## src/rtl/core/ddwc_pkg.sv

```systemverilog
package ddwc_pkg;

    localparam int unsigned YEAR_W    = 14;
    localparam int unsigned MONTH_W   = 4;
    localparam int unsigned DAY_W     = 5;
    localparam int unsigned DIST_W    = 22;
    localparam int unsigned WDAY_W    = 3;
    localparam int unsigned HOL_W     = 4;
    localparam int unsigned DNUM_W    = 23;
    localparam int unsigned Q100_W    = 8;
    localparam int unsigned DBM_W     = 9;
    localparam int unsigned ADJ_W     = 12;
    localparam int unsigned S_TDATA_W = 48;
    localparam int unsigned M_TDATA_W = 32;

    // floor(x / 100) == (x * 5243) >> 19 for every x below 2**14.
    localparam int unsigned RECIP100_W     = 13;
    localparam int unsigned RECIP100_SHIFT = 19;
    localparam logic [RECIP100_W-1:0] RECIP100 = 13'd5243;
    localparam int unsigned PROD100_W = YEAR_W + RECIP100_W;

    localparam logic [MONTH_W-1:0] MONTH_JAN = 4'd1;
    localparam logic [MONTH_W-1:0] MONTH_FEB = 4'd2;
    localparam logic [MONTH_W-1:0] MONTH_MAR = 4'd3;
    localparam logic [MONTH_W-1:0] MONTH_APR = 4'd4;
    localparam logic [MONTH_W-1:0] MONTH_MAY = 4'd5;
    localparam logic [MONTH_W-1:0] MONTH_JUN = 4'd6;
    localparam logic [MONTH_W-1:0] MONTH_JUL = 4'd7;
    localparam logic [MONTH_W-1:0] MONTH_AUG = 4'd8;
    localparam logic [MONTH_W-1:0] MONTH_SEP = 4'd9;
    localparam logic [MONTH_W-1:0] MONTH_OCT = 4'd10;
    localparam logic [MONTH_W-1:0] MONTH_NOV = 4'd11;
    localparam logic [MONTH_W-1:0] MONTH_DEC = 4'd12;

    localparam logic [HOL_W-1:0] HOL_NONE  = 4'd0;
    localparam logic [HOL_W-1:0] HOL_JAN01 = 4'd1;
    localparam logic [HOL_W-1:0] HOL_FEB14 = 4'd2;
    localparam logic [HOL_W-1:0] HOL_MAR08 = 4'd3;
    localparam logic [HOL_W-1:0] HOL_MAR12 = 4'd4;
    localparam logic [HOL_W-1:0] HOL_APR01 = 4'd5;
    localparam logic [HOL_W-1:0] HOL_APR04 = 4'd6;
    localparam logic [HOL_W-1:0] HOL_MAY01 = 4'd7;
    localparam logic [HOL_W-1:0] HOL_JUN01 = 4'd8;
    localparam logic [HOL_W-1:0] HOL_AUG01 = 4'd9;
    localparam logic [HOL_W-1:0] HOL_SEP10 = 4'd10;
    localparam logic [HOL_W-1:0] HOL_OCT01 = 4'd11;
    localparam logic [HOL_W-1:0] HOL_DEC25 = 4'd12;

    // Date after the first stage: raw fields plus the two quotients by 100.
    typedef struct packed {
        logic [YEAR_W-1:0]  year;
        logic [YEAR_W-1:0]  prev;
        logic [MONTH_W-1:0] month;
        logic [DAY_W-1:0]   day;
        logic [Q100_W-1:0]  yq100;
        logic [Q100_W-1:0]  pq100;
        logic               year_ok;
    } t_s1_date;

    // Date after the second stage: the partial sums of its day number.
    typedef struct packed {
        logic [DNUM_W-1:0] ny365;
        logic [ADJ_W-1:0]  nyadj;
        logic [DBM_W-1:0]  dbm;
        logic [DAY_W-1:0]  day;
        logic              ok;
    } t_s2_date;

    // Days before the month in a common year; zero for a month that does not exist.
    function automatic logic [DBM_W-1:0] f_days_before(input logic [MONTH_W-1:0] m);
        logic [DBM_W-1:0] r;
        case (m)
            MONTH_JAN: r = 9'd0;
            MONTH_FEB: r = 9'd31;
            MONTH_MAR: r = 9'd59;
            MONTH_APR: r = 9'd90;
            MONTH_MAY: r = 9'd120;
            MONTH_JUN: r = 9'd151;
            MONTH_JUL: r = 9'd181;
            MONTH_AUG: r = 9'd212;
            MONTH_SEP: r = 9'd243;
            MONTH_OCT: r = 9'd273;
            MONTH_NOV: r = 9'd304;
            MONTH_DEC: r = 9'd334;
            default:   r = 9'd0;
        endcase
        return r;
    endfunction

    // Length of the month in a common year; zero marks a month that does not exist.
    function automatic logic [DAY_W-1:0] f_month_len(input logic [MONTH_W-1:0] m);
        logic [DAY_W-1:0] r;
        case (m)
            MONTH_JAN, MONTH_MAR, MONTH_MAY, MONTH_JUL,
            MONTH_AUG, MONTH_OCT, MONTH_DEC: r = 5'd31;
            MONTH_APR, MONTH_JUN, MONTH_SEP, MONTH_NOV: r = 5'd30;
            MONTH_FEB: r = 5'd28;
            default:   r = 5'd0;
        endcase
        return r;
    endfunction

    function automatic logic [HOL_W-1:0] f_holiday(input logic [MONTH_W-1:0] m,
                                                   input logic [DAY_W-1:0]   d);
        logic [HOL_W-1:0] r;
        r = HOL_NONE;
        case (m)
            MONTH_JAN: if (d == 5'd1)  r = HOL_JAN01;
            MONTH_FEB: if (d == 5'd14) r = HOL_FEB14;
            MONTH_MAR: begin
                if (d == 5'd8)       r = HOL_MAR08;
                else if (d == 5'd12) r = HOL_MAR12;
            end
            MONTH_APR: begin
                if (d == 5'd1)      r = HOL_APR01;
                else if (d == 5'd4) r = HOL_APR04;
            end
            MONTH_MAY: if (d == 5'd1)  r = HOL_MAY01;
            MONTH_JUN: if (d == 5'd1)  r = HOL_JUN01;
            MONTH_AUG: if (d == 5'd1)  r = HOL_AUG01;
            MONTH_SEP: if (d == 5'd10) r = HOL_SEP10;
            MONTH_OCT: if (d == 5'd1)  r = HOL_OCT01;
            MONTH_DEC: if (d == 5'd25) r = HOL_DEC25;
            default:   r = HOL_NONE;
        endcase
        return r;
    endfunction

endpackage

```

## src/rtl/core/date_distance_weekday_calc_top.sv

```systemverilog
// Gregorian date distance and weekday calculator. Each input beat carries a query date and a
// reference date; each output beat gives the absolute number of days between them, the weekday
// of the query date (0 Sunday to 6 Saturday), the fixed-date holiday code of the query date and
// an error flag, raised with all other fields zero when either date has a year outside
// 1..MAX_YEAR, a month outside 1..12 or a day that the month does not have. The block takes one
// beat per cycle while the output is not stalled, and each result passes through the five register
// stages (quotients by 100, leap test and partial sums, day numbers, difference and weekday digit
// sum, output register). A stall on the output holds every stage.
module date_distance_weekday_calc_top #(
    parameter int MAX_YEAR = 9999
) (
    input  logic                            i_clk,
    input  logic                            i_rst_n,
    input  logic                            i_s_axis_tvalid,
    output logic                            o_s_axis_tready,
    // query_year[13:0], query_month[17:14], query_day[22:18],
    // ref_year[36:23], ref_month[40:37], ref_day[45:41], zero fill [47:46]
    input  logic [ddwc_pkg::S_TDATA_W-1:0]  i_s_axis_tdata,
    output logic                            o_m_axis_tvalid,
    input  logic                            i_m_axis_tready,
    // day_distance[21:0], weekday[24:22], holiday_code[28:25], zero fill [31:29]
    output logic [ddwc_pkg::M_TDATA_W-1:0]  o_m_axis_tdata,
    // date_error[0]
    output logic                            o_m_axis_tuser
);
    import ddwc_pkg::*;

    logic w_adv;

    logic r_v1, r_v2, r_v3, r_v4, r_v5;

    t_s1_date          n_s1 [2];
    t_s1_date          r_s1 [2];
    t_s2_date          n_s2 [2];
    t_s2_date          r_s2 [2];
    logic [DNUM_W-1:0] n_dn [2];
    logic [DNUM_W-1:0] r_dn [2];
    logic              n_ok3;
    logic              r_ok3;
    logic [HOL_W-1:0]  n_hol1;
    logic [HOL_W-1:0]  r_hol1, r_hol2, r_hol3, r_hol4;
    logic [DNUM_W-1:0] n_dist;
    logic [DNUM_W-1:0] r_dist;
    logic [5:0]        n_wsum;
    logic [5:0]        r_wsum;
    logic              r_ok4;

    logic [DIST_W-1:0] n_out_dist;
    logic [WDAY_W-1:0] n_out_wday;
    logic [HOL_W-1:0]  n_out_hol;
    logic              n_out_err;
    logic [DIST_W-1:0] r_out_dist;
    logic [WDAY_W-1:0] r_out_wday;
    logic [HOL_W-1:0]  r_out_hol;
    logic              r_out_err;

    assign w_adv           = ~r_v5 | i_m_axis_tready;
    assign o_s_axis_tready = w_adv;
    assign o_m_axis_tvalid = r_v5;
    assign o_m_axis_tdata  = {{(M_TDATA_W - DIST_W - WDAY_W - HOL_W){1'b0}},
                              r_out_hol, r_out_wday, r_out_dist};
    assign o_m_axis_tuser  = r_out_err;

    always_ff @(posedge i_clk) begin
        if (!i_rst_n) begin
            r_v1 <= 1'b0;
            r_v2 <= 1'b0;
            r_v3 <= 1'b0;
            r_v4 <= 1'b0;
            r_v5 <= 1'b0;
        end else if (w_adv) begin
            r_v1 <= i_s_axis_tvalid;
            r_v2 <= r_v1;
            r_v3 <= r_v2;
            r_v4 <= r_v3;
            r_v5 <= r_v4;
        end
    end

    // Stage 1: year range check, the quotients of year and year - 1 by 100, and the query date's holiday code.
    always_comb begin
        logic [YEAR_W-1:0]    yr [2];
        logic [PROD100_W-1:0] py;
        logic [PROD100_W-1:0] pp;
        yr[0] = i_s_axis_tdata[13:0];
        yr[1] = i_s_axis_tdata[36:23];
        n_s1[0].month = i_s_axis_tdata[17:14];
        n_s1[0].day   = i_s_axis_tdata[22:18];
        n_s1[1].month = i_s_axis_tdata[40:37];
        n_s1[1].day   = i_s_axis_tdata[45:41];
        for (int i = 0; i < 2; i++) begin
            n_s1[i].year    = yr[i];
            n_s1[i].prev    = yr[i] - YEAR_W'(1);
            n_s1[i].year_ok = (yr[i] != '0) && (32'(yr[i]) <= 32'(MAX_YEAR));
            py = PROD100_W'(yr[i]) * PROD100_W'(RECIP100);
            pp = PROD100_W'(n_s1[i].prev) * PROD100_W'(RECIP100);
            n_s1[i].yq100 = py[RECIP100_SHIFT +: Q100_W];
            n_s1[i].pq100 = pp[RECIP100_SHIFT +: Q100_W];
        end
        n_hol1 = f_holiday(n_s1[0].month, n_s1[0].day);
    end

    // Stage 2: leap test, date check and the partial sums of the day number.
    always_comb begin
        logic [YEAR_W-1:0] rem;
        logic              leap;
        logic [DAY_W-1:0]  len;
        for (int i = 0; i < 2; i++) begin
            rem  = r_s1[i].year - YEAR_W'(r_s1[i].yq100) * YEAR_W'(100);
            // Divisible by 400 exactly when divisible by 100 with a quotient divisible by 4.
            leap = ((rem != '0) && (r_s1[i].year[1:0] == 2'b00)) ||
                   ((rem == '0) && (r_s1[i].yq100[1:0] == 2'b00));
            len  = f_month_len(r_s1[i].month);
            if ((r_s1[i].month == MONTH_FEB) && leap) begin
                len = len + DAY_W'(1);
            end
            n_s2[i].ok    = r_s1[i].year_ok && (len != '0) &&
                            (r_s1[i].day != '0) && (r_s1[i].day <= len);
            n_s2[i].ny365 = DNUM_W'(r_s1[i].prev) * DNUM_W'(365);
            n_s2[i].nyadj = ADJ_W'(r_s1[i].prev >> 2) - ADJ_W'(r_s1[i].pq100)
                          + ADJ_W'(r_s1[i].pq100 >> 2);
            n_s2[i].dbm   = f_days_before(r_s1[i].month)
                          + DBM_W'((r_s1[i].month > MONTH_FEB) && leap);
            n_s2[i].day   = r_s1[i].day;
        end
    end

    // Stage 3: day numbers, with 0001-01-01 as day 1.
    always_comb begin
        for (int i = 0; i < 2; i++) begin
            n_dn[i] = r_s2[i].ny365 + DNUM_W'(r_s2[i].nyadj)
                    + DNUM_W'(r_s2[i].dbm) + DNUM_W'(r_s2[i].day);
        end
        n_ok3 = r_s2[0].ok && r_s2[1].ok;
    end

    // Stage 4: distance, and the sum of the octal digits of the query day number,
    // which keeps its value modulo 7 because 8 leaves 1.
    always_comb begin
        logic [DNUM_W:0] padded;
        n_dist = (r_dn[0] >= r_dn[1]) ? (r_dn[0] - r_dn[1]) : (r_dn[1] - r_dn[0]);
        padded = {1'b0, r_dn[0]};
        n_wsum = '0;
        for (int k = 0; k < 8; k++) begin
            n_wsum = n_wsum + 6'(padded[3*k +: 3]);
        end
    end

    // Stage 5: fold the digit sum to a weekday and zero the fields of an invalid beat.
    always_comb begin
        logic [3:0] t;
        t = 4'(r_wsum[5:3]) + 4'(r_wsum[2:0]);
        if (t >= 4'd7) begin
            t = t - 4'd7;
        end
        if (t >= 4'd7) begin
            t = t - 4'd7;
        end
        n_out_err  = ~r_ok4;
        n_out_dist = r_ok4 ? r_dist[DIST_W-1:0] : '0;
        n_out_wday = r_ok4 ? t[WDAY_W-1:0] : '0;
        n_out_hol  = r_ok4 ? r_hol4 : HOL_NONE;
    end

    always_ff @(posedge i_clk) begin
        if (w_adv) begin
            r_s1       <= n_s1;
            r_hol1     <= n_hol1;
            r_s2       <= n_s2;
            r_hol2     <= r_hol1;
            r_dn       <= n_dn;
            r_ok3      <= n_ok3;
            r_hol3     <= r_hol2;
            r_dist     <= n_dist;
            r_wsum     <= n_wsum;
            r_ok4      <= r_ok3;
            r_hol4     <= r_hol3;
            r_out_dist <= n_out_dist;
            r_out_wday <= n_out_wday;
            r_out_hol  <= n_out_hol;
            r_out_err  <= n_out_err;
        end
    end

endmodule

```

## config.mk

```make
export PLATFORM = sky130hd
export DESIGN_NAME = date_distance_weekday_calc_top
export DESIGN_NICKNAME = d
export VERILOG_FILES = /design/src/rtl/core/ddwc_pkg.sv /design/src/rtl/core/date_distance_weekday_calc_top.sv
export SDC_FILE = /design/constraint.sdc
export NUM_CORES = 2
export LEC_CHECK = 0
export ABC_CLOCK_PERIOD_IN_PS = 16400
export BUFFER_PORTS_ARGS = -buffer_cell sky130_fd_sc_hd__buf_4
export CORE_ASPECT_RATIO = 1.4
export CORE_UTILIZATION = 25
export CTS_BUF_LIST = sky130_fd_sc_hd__clkbuf_8
export DETAILED_ROUTE_END_ITERATION = 12
export PLACE_DENSITY = 0.46
export SYNTH_ARGS = -nofsm -noshare
export SYNTH_HDL_FRONTEND = slang
export SYNTH_SLANG_ARGS = --single-unit
```

## constraint.sdc

```tcl
create_clock -name i_clk -period 16.4 [get_ports i_clk]
set_clock_uncertainty 0.1 [all_clocks]
set_input_delay 0.82 -clock i_clk [delete_from_list [all_inputs] [get_ports i_clk]]
set_output_delay 0.82 -clock i_clk [all_outputs]
set_load 0.01 [all_outputs]
```

==> flow_summary.json <==
{
  "critical_path.slowest_cell": "a221oi_1",
  "io_pins": 87,
  "synth-edff-count": 330,
  "final_cell_count_no_fill": 5996,
  "slew-limit-headroom_pct": 23.7,
  "slew_viol_final": 0,
  "coreArea_sq_mm": 0.157,
  "synth_area_leaders": "edfxtp_1 (25%), ha_1 (24%), fa_1 (20%)",
  "root_buffer": "clkbuf_8",
  "dpl_worst_slack_ns": 8.22,
  "synth.top_cell.area_share_pct": 25.0,
  "yosys_warning_count": 0,
  "remaining_drc_errors": 0,
  "die_height_um": 473,
  "drt-total-wl_um": 85800,
  "gr-total-overflow": 0,
  "gp_congestion": 0.848,
  "postLayoutSetupSlackWorst_ns": 9.03,
  "most_common_cell_after_layout_fill_and_taps_aside": "inv_1",
  "avgSynthCellArea_sq_um": 10.7,
  "first_global_vias": 27227,
  "drt-vias-per-instance": 4.21,
  "max_slew.worst_pin.slew_ns": 1.14,
  "most-common-layout-cells": "inv_1 (856), ha_1 (763), fa_1 (405), edfxtp_1 (330), a21oi_1 (144)",
  "critical_path.cell_chain": "buf_4, inv_1, ha_1, a21boi_0, nand4_1, xnor2_1, inv_1, ha_1, fa_1, inv_1, fa_1, inv_1, fa_1, fa_1, ha_1, a21oi_1, nor2b_1, o21ai_0, a21oi_1, a221oi_1, o21ai_0, o41ai_1, xnor2_1",
  "synth.yosys.seq_area_share_pct": 26.4,
  "ys_async_sr_fraction_pct": 0,
  "pre_repair_dr_iteration_count": 6,
  "number_of_synthesized_register_bits": 359,
  "largest_net_degree_at_the_start_of_global_routing": 123,
  "grtUsageTotal_pct": 11.0,
  "crit_path_start_kind": "primary input",
  "multi_input_comb_area_sq_mm": 0.0259,
  "setup_repair_after_global_routing_missed_its_margin": "no",
  "portBuffers": 81,
  "cts_tree": "yes",
  "vias": 25223,
  "synthesis.instances": 3714,
  "drive_gt1_share_pct": 5.61,
  "cts_setup_buffers": 0,
  "timing.critical_path.arrival_ns": 7.65,
  "ctsLongestPathBuffers": 3,
  "ff_latch_area_sq_mm": 0.0105,
  "rows": 172,
  "drt_first_iter_violations": 716,
  "hold_buffers": 0,
  "grt_antenna_before_repair": 11,
  "final-hold-violation-count": 0,
  "avgRoutedWirePerCell_um": 14.3,
  "worst-setup-path-type": "primary input to flop",
  "cap_violations": 0,
  "initial_utilization_pct": 25.2,
  "number_of_endpoints_failing_setup_at_the_final_stage": 0,
  "worst_setup_path_end_kind": "flop",
  "final_min_period_over_clock_period_pct": 44.9,
  "crit_required_ns": 16.68,
  "h-tree-depth": 3,
  "fillers": 16453,
  "critical-path-max-stage-delay_ns": 0.69,
  "syn_to_final_growth_pct": 11.6,
  "min-delay-path-class": "primary input to flop",
  "synth-main-ff-cell": "edfxtp_1",
  "period_minus_slack_ns": 7.37,
  "dp_hpwl_um": 72700,
  "floorplan.die_area_sq_mm": 0.160,
  "critPathMaxFanout": 10,
  "status": "finished clean",
  "grt_pass1_wl_um": 142000,
  "ant_nets": 0,
  "die_width_um": 339,
  "cts-resized-gates": 0,
  "nets": 5071,
  "placed_cells": 5864,
  "synth_cell_type_count": 74,
  "clock_sinks": 359,
  "clock_insertion_delay_worst_skew_ns": 0.65,
  "clkTransAtPathRegs_ns": 0.05,
  "fmax_mhz": 136,
  "setup_total_negative_slack_ns": 0,
  "mappedNetlistArea_sq_mm": 0.0397,
  "finalInstanceArea_sq_mm": 0.0443,
  "cts_buffers": 73,
  "cell_type_contributing_the_most_total_cell_area_after_synthesis": "edfxtp_1",
  "dpl_cell_area_sq_mm": 0.0429
}
-- Yosys cell counts (8+ instances only) --
| cell type | instances |
|---|---|
| inv_1 | 838 |
| ha_1 | 763 |
| fa_1 | 405 |
| edfxtp_1 | 330 |
| a21oi_1 | 144 |
| xnor2_1 | 143 |
| nor2_1 | 137 |
| nand2_1 | 132 |
| o21ai_0 | 109 |
| nand3_1 | 53 |
| a21o_1 | 50 |
| xor2_1 | 49 |
| nor3_1 | 42 |
| and2_1 | 37 |
| nor2b_1 | 35 |
| nand4_1 | 33 |
| dfxtp_1 | 29 |
| a21boi_0 | 27 |
| nand2b_1 | 26 |
| o21a_1 | 26 |
| mux2i_1 | 25 |
| clkbuf_1 | 23 |
| a211oi_1 | 22 |
| and3_1 | 21 |
| o211ai_1 | 20 |
| a31oi_1 | 13 |
| buf_2 | 10 |
| o21bai_1 | 10 |
| o31ai_1 | 10 |
| or3_1 | 8 |
-- sequential cells by signal, indices dropped and copies added (netlist names), 6 cells and up, named ones only --
name / cells
r_s2: 100
r_s1: 98
r_dn: 46
r_dist: 22
r_out_dist: 22
n_s2: 10
r_wsum: 6
-- worst max-delay path, delay by kind of cell --
kind	cells	cell delay [ns]
AND/OR/NAND/NOR	2	0.29
buffers and inverters	5	0.74
AO/OA/AOI/OAI	7	2.17
adder cells (fa/ha/maj)	7	2.93
XOR/XNOR	2	0.67
-- logic make-up (layout without fill, tap and decap cells) --
group                      Yosys count  in the layout  synth area share [%]
xor gates and xnor gates           192            192                  4.24
muxes                               29             29                 0.744
and+or+nand+nor                    577            577                  7.31
buffers and inverters              875           1064                  8.35
other                                1              6               0.00945
DFF                                359            359                  26.4
AOI/OAI and AO/OA                  513            513                  8.42
adders and majority gates         1168           1168                  44.5
-- worst paths after layout --
kind	startpoint	endpoint	slack (ns)	cells past startpoint
worst max register to register	r_s1[11]	r_s2[0]	10.04	25
worst max-delay path	i_s_axis_tdata[25]	r_s1[8]	9.03	23
worst min register to register	r_hol1[0]	r_hol2[0]	0.31	0
worst min-delay path	i_s_axis_tdata[38]	r_s1[23]	0.27	1
-- through the flow --
stage,util [%],hold slack [ns]
floorplan,-,0.300
global placement,27.2,0.303
detailed placement,27.2,0.305
CTS,28.1,0.177
global route,28.1,0.195
finish,28.1,0.269
-- metal layers --
layer	track usage, %	part of all wire, %	wire length, um
met5	0	0.10	87
met4	3.21	2.9	2460
met3	1.74	2.9	2470
met2	20.5	51	44200
met1	12.9	43	36600
-- final cells by class --
cell class	count	area share [%]
Sequential cell	359	23.7
Timing Repair Buffer	97	1.64
Tap cell	2088	5.90
Clock inverter	54	0.836
Multi-Input combinational cell	2482	58.5
Antenna cell	3	0.0170
Clock buffer	75	2.33
Inverter	838	7.12
Power is left out: the tool's default activity adds up to more than one toggle a clock period on the data nets, which glitch-free logic cannot reach.
